==> config.mk <==
export PLATFORM = sky130hd
export DESIGN_NAME = mjd_bcd_time_to_calendar_unit
export DESIGN_NICKNAME = d
export VERILOG_FILES = /design/src/rtl/mjdcal_pkg.sv /design/src/rtl/mjd_bcd_time_to_calendar_unit.sv /design/src/rtl/mjdcal_date_pipe.sv /design/src/rtl/mjdcal_tod_pipe.sv
export SDC_FILE = /design/constraint.sdc
export NUM_CORES = 2
export LEC_CHECK = 0
export BUFFER_PORTS_ARGS = -buffer_cell sky130_fd_sc_hd__buf_4
export CAP_MARGIN = 20
export CORE_MARGIN = 4
export CORE_UTILIZATION = 45
export DETAILED_ROUTE_END_ITERATION = 6
export SYNTH_ARGS = -nofsm -noshare
export SYNTH_HDL_FRONTEND = slang
export SYNTH_HIERARCHICAL = 1
export SYNTH_SLANG_ARGS = --single-unit
==> constraint.sdc <==
create_clock -name clk -period 9 [get_ports clk]
set_input_delay 1.35 -clock clk [delete_from_list [all_inputs] [get_ports clk]]
set_output_delay 1.35 -clock clk [all_outputs]
set_load 0.05 [all_outputs]
==> src/rtl/mjdcal_pkg.sv <==
// Package for the MJD and BCD time to calendar converter.
// Holds the shared result types, the fixed-point constants and the BCD helper.
// No dependencies; every other file of the block imports it.
`timescale 1ns / 1ps
`default_nettype none

package mjdcal_pkg;

    // Number of register stages from request acceptance to result.
    localparam int unsigned DEPTH = 6;

    // First day on or after 1900-03-01.
    localparam logic [15:0] MJD_FIRST_VALID = 16'd15079;

    // y2 = (20*mjd - 301564) div 7305, done as a reciprocal multiply.
    localparam logic [20:0] N_OFFSET   = 21'd301564;
    localparam int unsigned Y_SHIFT    = 33;
    localparam logic [20:0] Y_RECIP    = 21'(((64'd1 << 33) + 64'd7304) / 64'd7305);

    // Whole years in days: (y2*1461) div 4.
    localparam logic [17:0] DAYS_4YR   = 18'd1461;
    localparam logic [15:0] MJD_EPOCH_DAYS = 16'd14956;

    // m2 = (10000*(mjd - 14956 - Y) - 1000) div 306001, by reciprocal multiply.
    localparam logic [22:0] M_SCALE    = 23'd10000;
    localparam logic [22:0] M_OFFSET   = 23'd1000;
    localparam int unsigned M_SHIFT    = 42;
    localparam logic [23:0] M_RECIP    = 24'(((64'd1 << 42) + 64'd306000) / 64'd306001);

    localparam logic [10:0] YEAR_BASE  = 11'd1900;
    localparam logic [3:0]  MONTH_WRAP = 4'd12;

    typedef struct packed {
        logic        valid_res;
        logic [10:0] year;
        logic [3:0]  month;
        logic [4:0]  day;
    } date_t;

    typedef struct packed {
        logic [7:0] hour;
        logic [7:0] minute;
        logic [7:0] second;
    } tod_t;

    // Days in the months before m2: (m2*306001) div 10000.
    function automatic logic [8:0] month_days(input logic [3:0] m2);
        logic [8:0] d;
        unique case (m2)
            4'd0:    d = 9'd0;
            4'd1:    d = 9'd30;
            4'd2:    d = 9'd61;
            4'd3:    d = 9'd91;
            4'd4:    d = 9'd122;
            4'd5:    d = 9'd153;
            4'd6:    d = 9'd183;
            4'd7:    d = 9'd214;
            4'd8:    d = 9'd244;
            4'd9:    d = 9'd275;
            4'd10:   d = 9'd306;
            4'd11:   d = 9'd336;
            4'd12:   d = 9'd367;
            4'd13:   d = 9'd397;
            4'd14:   d = 9'd428;
            4'd15:   d = 9'd459;
            default: d = 9'd0;
        endcase
        return d;
    endfunction

    // Tens nibble times ten plus units nibble; nibbles above nine pass unchecked.
    function automatic logic [7:0] bcd_pair(input logic [7:0] b);
        return 8'({b[7:4], 3'b000}) + 8'({b[7:4], 1'b0}) + 8'(b[3:0]);
    endfunction

endpackage

`default_nettype wire

==> src/rtl/mjd_bcd_time_to_calendar_unit.sv <==
// Converts a modified Julian date and a BCD time hhmmss into year, month, day, hour,
// minute and second. One request is taken every clock cycle while the output is not
// stalled; each result passes through the six register stages of the date path (two
// reciprocal multiplies, each with its own stage). The whole pipeline holds while a
// result waits at the output, and moves on as soon as it is taken. Dates before
// 1900-03-01 give valid_res low and a zero date; the time is decoded in every case.
// Depends on mjdcal_pkg, mjdcal_date_pipe and mjdcal_tod_pipe.
`timescale 1ns / 1ps
`default_nettype none

module mjd_bcd_time_to_calendar_unit
(
    input  wire logic        clk,
    input  wire logic        rst_n,
    input  wire logic        in_valid,
    output      logic        in_ready,
    input  wire logic [15:0] mjd,
    input  wire logic [23:0] bcd_time,
    output      logic        out_valid,
    input  wire logic        out_ready,
    output      logic        valid_res,
    output      logic [10:0] year,
    output      logic [3:0]  month,
    output      logic [4:0]  day,
    output      logic [7:0]  hour,
    output      logic [7:0]  minute,
    output      logic [7:0]  second
);
    import mjdcal_pkg::*;

    logic [DEPTH-1:0] vld_reg, vld_next;
    logic             advance;
    date_t            date;
    tod_t             tod;

    // Every stage moves together unless a finished result is still waiting.
    assign advance  = out_ready || !vld_reg[DEPTH - 1];
    assign in_ready = advance;
    assign vld_next = {vld_reg[DEPTH - 2:0], in_valid};

    always_ff @(posedge clk or negedge rst_n)
    begin
        if (!rst_n)
        begin
            vld_reg <= '0;
        end
        else if (advance)
        begin
            vld_reg <= vld_next;
        end
    end

    mjdcal_date_pipe u_date
    (
        .clk     (clk),
        .advance (advance),
        .mjd     (mjd),
        .date    (date)
    );

    mjdcal_tod_pipe u_tod
    (
        .clk      (clk),
        .advance  (advance),
        .bcd_time (bcd_time),
        .tod      (tod)
    );

    assign out_valid = vld_reg[DEPTH - 1];
    assign valid_res = date.valid_res;
    assign year      = date.year;
    assign month     = date.month;
    assign day       = date.day;
    assign hour      = tod.hour;
    assign minute    = tod.minute;
    assign second    = tod.second;

    a_month_range: assert property (@(posedge clk) disable iff (!rst_n)
        out_valid && valid_res |-> month >= 4'd1 && month <= 4'd12)
        else $error("month out of range on a valid date");

    a_day_range: assert property (@(posedge clk) disable iff (!rst_n)
        out_valid && valid_res |-> day >= 5'd1)
        else $error("day of month is zero on a valid date");

    a_year_range: assert property (@(posedge clk) disable iff (!rst_n)
        out_valid && valid_res |-> year >= YEAR_BASE && year <= 11'd2039)
        else $error("year out of range on a valid date");

    a_early_zero: assert property (@(posedge clk) disable iff (!rst_n)
        out_valid && !valid_res |-> year == '0 && month == '0 && day == '0)
        else $error("date fields not cleared for an early date");

endmodule

`default_nettype wire

==> src/rtl/mjdcal_date_pipe.sv <==
// Date datapath of the MJD converter: six register stages, two reciprocal multiplies.
// Depends on mjdcal_pkg for constants, the month table and date_t.
`timescale 1ns / 1ps
`default_nettype none

module mjdcal_date_pipe
(
    input  wire logic               clk,
    input  wire logic               advance,
    input  wire logic [15:0]        mjd,
    output mjdcal_pkg::date_t       date
);
    import mjdcal_pkg::*;

    // Stage 1
    logic [19:0] n_reg, n_next;
    logic [15:0] mjd1_reg;
    logic        ok1_reg, ok1_next;
    // Stage 2
    logic [7:0]  y2a_reg, y2a_next;
    logic [15:0] mjd2_reg;
    logic        ok2_reg;
    // Stage 3
    logic [8:0]  dd3_reg, dd3_next;
    logic [7:0]  y2b_reg;
    logic        ok3_reg;
    // Stage 4
    logic [22:0] p_reg, p_next;
    logic [8:0]  dd4_reg;
    logic [7:0]  y2c_reg;
    logic        ok4_reg;
    // Stage 5
    logic [3:0]  m2_reg, m2_next;
    logic [8:0]  dd5_reg;
    logic [7:0]  y2d_reg;
    logic        ok5_reg;
    // Stage 6
    date_t       date_reg, date_next;

    logic [20:0] n_full;
    logic [40:0] y_prod;
    logic [17:0] yd_prod;
    logic [15:0] diff_full;
    logic [46:0] m_prod;
    logic [8:0]  md;
    logic        k;

    always_comb
    begin
        ok1_next = (mjd >= MJD_FIRST_VALID);
        n_full   = 21'(mjd) * 21'd20 - N_OFFSET;
        n_next   = ok1_next ? n_full[19:0] : '0;

        y_prod   = 41'(n_reg) * 41'(Y_RECIP);
        y2a_next = y_prod[Y_SHIFT + 7:Y_SHIFT];

        yd_prod   = 18'(y2a_reg) * DAYS_4YR;
        diff_full = mjd2_reg - yd_prod[17:2] - MJD_EPOCH_DAYS;
        dd3_next  = diff_full[8:0];

        p_next = 23'(dd3_reg) * M_SCALE - M_OFFSET;

        m_prod  = 47'(p_reg) * 47'(M_RECIP);
        m2_next = m_prod[M_SHIFT + 3:M_SHIFT];

        md = month_days(m2_reg);
        // January and February count as months 14 and 15 of the previous year.
        k  = (m2_reg == 4'd14) || (m2_reg == 4'd15);
        date_next.valid_res = ok5_reg;
        date_next.year      = 11'(y2d_reg) + 11'(k) + YEAR_BASE;
        date_next.month     = m2_reg - 4'd1 - (k ? MONTH_WRAP : 4'd0);
        date_next.day       = 5'(dd5_reg - md);
        if (!ok5_reg)
        begin
            date_next.year  = '0;
            date_next.month = '0;
            date_next.day   = '0;
        end
    end

    always_ff @(posedge clk)
    begin
        if (advance)
        begin
            n_reg    <= n_next;
            mjd1_reg <= mjd;
            ok1_reg  <= ok1_next;

            y2a_reg  <= y2a_next;
            mjd2_reg <= mjd1_reg;
            ok2_reg  <= ok1_reg;

            dd3_reg  <= dd3_next;
            y2b_reg  <= y2a_reg;
            ok3_reg  <= ok2_reg;

            p_reg    <= p_next;
            dd4_reg  <= dd3_reg;
            y2c_reg  <= y2b_reg;
            ok4_reg  <= ok3_reg;

            m2_reg   <= m2_next;
            dd5_reg  <= dd4_reg;
            y2d_reg  <= y2c_reg;
            ok5_reg  <= ok4_reg;

            date_reg <= date_next;
        end
    end

    assign date = date_reg;

endmodule

`default_nettype wire

==> src/rtl/mjdcal_tod_pipe.sv <==
// Time-of-day path: decodes the BCD digit pairs and delays them to match the date.
// Depends on mjdcal_pkg for bcd_pair, tod_t and DEPTH.
`timescale 1ns / 1ps
`default_nettype none

module mjdcal_tod_pipe
(
    input  wire logic               clk,
    input  wire logic               advance,
    input  wire logic [23:0]        bcd_time,
    output mjdcal_pkg::tod_t        tod
);
    import mjdcal_pkg::*;

    tod_t stage_reg [DEPTH];
    tod_t stage_next;

    always_comb
    begin
        stage_next.hour   = bcd_pair(bcd_time[23:16]);
        stage_next.minute = bcd_pair(bcd_time[15:8]);
        stage_next.second = bcd_pair(bcd_time[7:0]);
    end

    always_ff @(posedge clk)
    begin
        if (advance)
        begin
            stage_reg[0] <= stage_next;
            for (int i = 1; i < DEPTH; i++)
            begin
                stage_reg[i] <= stage_reg[i - 1];
            end
        end
    end

    assign tod = stage_reg[DEPTH - 1];

endmodule

`default_nettype wire
# Yosys cells after proc, flatten, opt, wreduce, memory -nomap -nowiden
# Memories as Yosys holds them, arrays and structs flattened. A register that Yosys moved wholly into a read port is not among the register bits.
# Cells that the tools add are included.
# classes
eq_ne,2
muxes,4
n_addsub,15
mul,5
order_cmp,1
reduce_logical,3
# ops
cell,count
$mul 23x24->46 const B,1
$mul 20x20->40 const B,1
$add 7x5->8,3
$add 8x4->8,3
$sub 23x10->23 const B,1
$sub 20x19->20 const B,1
$mul 9x10->19 const B,1
$mul 16x3->18 const B,1
$ge 16x14->1 const B,1
$add 11x11->11 const B,1
$mul 8x11->11 const B,1
$add 8x1->9,1
$sub 9x7->9 const B,1
$sub 9x9->9,1
$eq 4x4->1 const B,2
$mux 4,2
$sub 5x5->5,1
$sub 4x1->4 const B,1
$sub 4x4->4,1
$logic_or 1x1->1,2
$mux 1,2
$logic_not 1->1,1
# word_totals
elab_cells,54
input_bits,44
regBits,148
memories,2
output_inout_bits,47
mem_bits_ro,144
ram_bits,144
# mem_list
memory,words,width,rd,rd_ports_with_merged_regs,write_ports,line,rtl
(no name shown),16,9,1,1,0,mjdcal_pkg.sv:49,unique case (m2)
u_tod.stage_reg,6,24,6,0,6,mjdcal_tod_pipe.sv:15,tod_t stage_reg [DEPTH];

# Longest topological paths before layout
# logic_depth
depth_word,4
ltp_mapped,27
mapped_depth_nobuf,27

# By module
# The synthesis kept the hierarchy.
# modules_own_cells
mod,cells_each,area_each_um2,instances,seq_area_each_um2
mjdcal_date_pipe,2184,23580.1,1,4184.0
mjdcal_tod_pipe,216,4972.3,1,4324.1
mjd_bcd_time_to_calendar_unit,14,257.7,1,150.1

# Least setup slack after synthesis
# OpenSTA, ideal clock, no wires.
# synth_path
path_kind,register to register
from,register u_date.p_reg[21]
to,"register, netlist name u_date/md[2]"
stages_incl_launch_ff,25
required_ns,8.878
synth_period_minus_slack_ns,7.056
path_buffers,0
setup_time_ns,0.122
t_arrival_ns,6.934
slack_ns,1.944
path_cell_list,edfxtp_1 > fa_1 > inv_1 > fa_1 > fa_1 > inv_1 > fa_1 > inv_1 > fa_1 > fa_1 > inv_1 > fa_1 > ha_1 > o21ai_0 > o21ai_0 > a311oi_1 > nor2_1 > or3_2 > a211oi_1 > nor2_1 > a21boi_2 > ha_1 > mux2i_1 > nor2_1 > o32a_1
# synth_via
elab_chain_cells,2
# synth_lines
item,line,rtl
"start, declared",mjdcal_date_pipe.sv:28,"logic [22:0] p_reg, p_next;"
"start signal, assigned",mjdcal_date_pipe.sv:97,p_reg <= p_next;
$mul 23x24->46,mjdcal_date_pipe.sv:63,m_prod = 47'(p_reg) * 47'(M_RECIP);
named net u_date.m_prod[43],mjdcal_date_pipe.sv:44,logic [46:0] m_prod;
$mux 4 (no source line),-,
# The timed path passes the listed nets, and every way through them passes these cells.
# A chain may end at the register's enable or synchronous reset.

# Final worst setup path
# layout_path
from,register u_date.p_reg[21]
to,"register, netlist name u_date/md[2]"
# layout_via
elab_chain_cells,2
# layout_lines
item,line
$mul 23x24->46,mjdcal_date_pipe.sv:63
named net u_date.m_prod[43],mjdcal_date_pipe.sv:44
$mux 4 (no source line),-
# The timed path passes the listed nets, and every way through them passes these cells.

==> flow_summary.toml <==
[drt]
via_per_inst = 4.91
drtIter0Drc = 702
via_count = 16704
wl_per_cell_um = 16.4
dr.pass1.iters = 5
ant_nets = 0
wl_mm = 55.7
drc = 0

[final_layout]
diodes = 0
multiInputGateArea_mm2 = 0.0178
final_cell_mix = "624 x inv_1, 547 x ha_1, 354 x fa_1"
drive_gt1_share_pct = 6.61
layout_commonest_cell = "inv_1"
nets = 3477
syn2layout_area_growth_pct = 9.52
largest_reg_flops = 144
fillers = 5617
seqCellArea_mm2 = 0.00866

[placed_design]
dpl.hpwl_mm = 47.0
io_buffers = 90
routabilityCongestion = 0.895

[setup_path]
crit_fanout = 7
endpoint_kind = "register"
cp-start-kind = "register"
rrSetupSlack_ns = 1.28
worstPathArrival_ns = 8.17
critPathKind = "reg -> reg"
required_ns = 9.45

[global_route]
grt_pass1_vias = 18146
grt-ovfl-total = 0
grt_pass1_wl_mm = 92.8
grt_max_degree = 184
grt_use_total_pct = 16.9
antenna_found_initial = 0

[clock_tree]
ctsHoldBuffers = 0
root_buffer = "clkbuf_16"
numCtsBuffers = 30
cts_resized = 0
htree_levels = 1
clk_pin_slew_ns = 0.07
clockBufferDepth = 3
post_cts_buffers = 0
clock_sinks = 291
insertion_delay_ns = 0.57
cts_tree = "yes"

[hold_path]
hold_class = "reg -> reg"

[run]
drv_cap = 0

[die]
initial_utilization_pct = 45.6
io_pins = 91
die_area_mm2 = 0.0681
core-area_mm2 = 0.0632
num_rows = 92
dieHeight_um = 261
die_w_um = 261

[synth]
yosys_warnings = 6
synth.distinct_cells = 74
synthArstFlopShare_pct = 2.06
syn-cell-area_mm2 = 0.0288
ys.flop_type = "edfxtp_1"
synth_top_cell_by_area = "edfxtp_1"
synth-edff-count = 280
synthCells = 2414
synth_top_area_share_pct = 29.2
synth-seq-area-share_pct = 30.1
avgSynthCellArea_um2 = 11.9
synth.net_count = 3359
ys_seq_elements = 291
ys_top_cells_by_area = "edfxtp_1 29%, fa_1 25%, ha_1 24%"

[sta]
finalCriticalPeriod_ns = 7.72
report.final.slew_viol_count = 0
holdWs_ns = 0.404
worst_pin_slew_ns = 0.914
rsz0062_at_grt = "false"
hold_viol = 0
max_freq_mhz = 130
tns_ns = 0
timing.slew.headroom_pct = 39.1
setup_viol = 0
clock_skew_ns = 0.0211
period_share_pct = 85.8

[outcome]
status = "completed"
cell usage after synthesis, types with 5 or more instances:
cell and number:
a211o_1 5, a211oi_1 12, a21o_1 21, a21oi_1 61, a31oi_1 7, and2_1 14, and3_1 12, clkbuf_1 7
dfrtp_1 6, dfxtp_1 5, edfxtp_1 280, fa_1 354, ha_1 547, inv_1 624, mux2_4 5, mux2i_1 9
nand2_1 48, nand2b_1 6, nand3_1 23, nand4_1 14, nor2_1 68, nor2b_1 17, nor3_1 26, o211ai_1 7
o21a_1 16, o21ai_0 36, o21bai_1 7, or2_2 6, xnor2_1 66, xor2_1 32
routing by layer:
| metal | up-vias | track usage, % | wire length [um] |
|---|---|---|---|
| li1 | 8160 | - | - |
| met4 | 0 | 3.47 | 1320 |
| met5 | - | 0 | 0 |
| met3 | 68 | 2.36 | 1970 |
| met1 | 8289 | 23.0 | 25000 |
| met2 | 187 | 29.2 | 27500 |
stage by stage:
step / area (um^2) / setup WS (ns) / util [%] / std cells
final: 31600 / 1.28 / 49.9 / 3401
after global routing: 31600 / 0.846 / 49.9 / 3401
after CTS: 31500 / 1.23 / 49.9 / 3400
after detailed placement: 30500 / 1.28 / 48.3 / 3345
after global placement: 30500 / 1.32 / 48.3 / 3345
after floorplan: 28800 / 1.94 / - / 2414
critical path, stage by stage, from the launching register on:
cell	delay, ns
edfxtp_1	0.54
fa_1	0.49
inv_1	0.19
fa_1	0.47
fa_1	0.51
inv_1	0.05
fa_1	0.53
inv_1	0.05
fa_1	0.50
fa_1	0.56
inv_1	0.06
fa_1	0.48
ha_1	0.32
o21ai_0	0.07
o21ai_0	0.09
a311oi_1	0.35
buf_4	0.21
nor2_1	0.09
or3_2	0.49
a211oi_1	0.22
nor2_1	0.12
a21boi_2	0.28
ha_1	0.33
mux2i_1	0.16
nor2_1	0.06
o32a_1	0.37
final cells by class:
type,count,area share [%]
clock buffer,34,2.43
clock inverter,21,0.722
inverter,624,7.42
multi-input combinational,1491,56.3
sequential,291,27.4
tap,846,3.35
timing repair buffer,94,2.30
path summary, 6_finish.rpt:
| path | from | end | depth (start not counted) |
|---|---|---|---|
| max | u_date/p_reg[21]$_DFFE_PP_ | u_date/md[2]$_DFF_P_ | 25 |
| min | u_date/dd4_reg[0]$_DFFE_PP_ | u_date/dd5_reg[0]$_DFFE_PP_ | 0 |
| max in group asynchronous | rst_n | vld_reg[2]$_DFFE_PN0P_ | 1 |
| min in group asynchronous | rst_n | vld_reg[0]$_DFFE_PN0P_ | 1 |
| min reg2reg | u_date/dd4_reg[0]$_DFFE_PP_ | u_date/dd5_reg[0]$_DFFE_PP_ | 0 |
| max reg2reg | u_date/p_reg[21]$_DFFE_PP_ | u_date/md[2]$_DFF_P_ | 25 |
cells by family (layout without fill, tap and decap cells):
group	Yosys count	after routing	synth area share, %
compound gates	220	220	5.24
xor+xnor	98	98	2.98
fa+ha+maj	901	901	48.4
buf+inv	632	773	8.26
flops	291	291	30.1
mux	16	16	0.651
simple gates	256	256	4.46
Power is not shown: default switching activity piles up to over one toggle a cycle in this logic, so the estimate is an artifact.
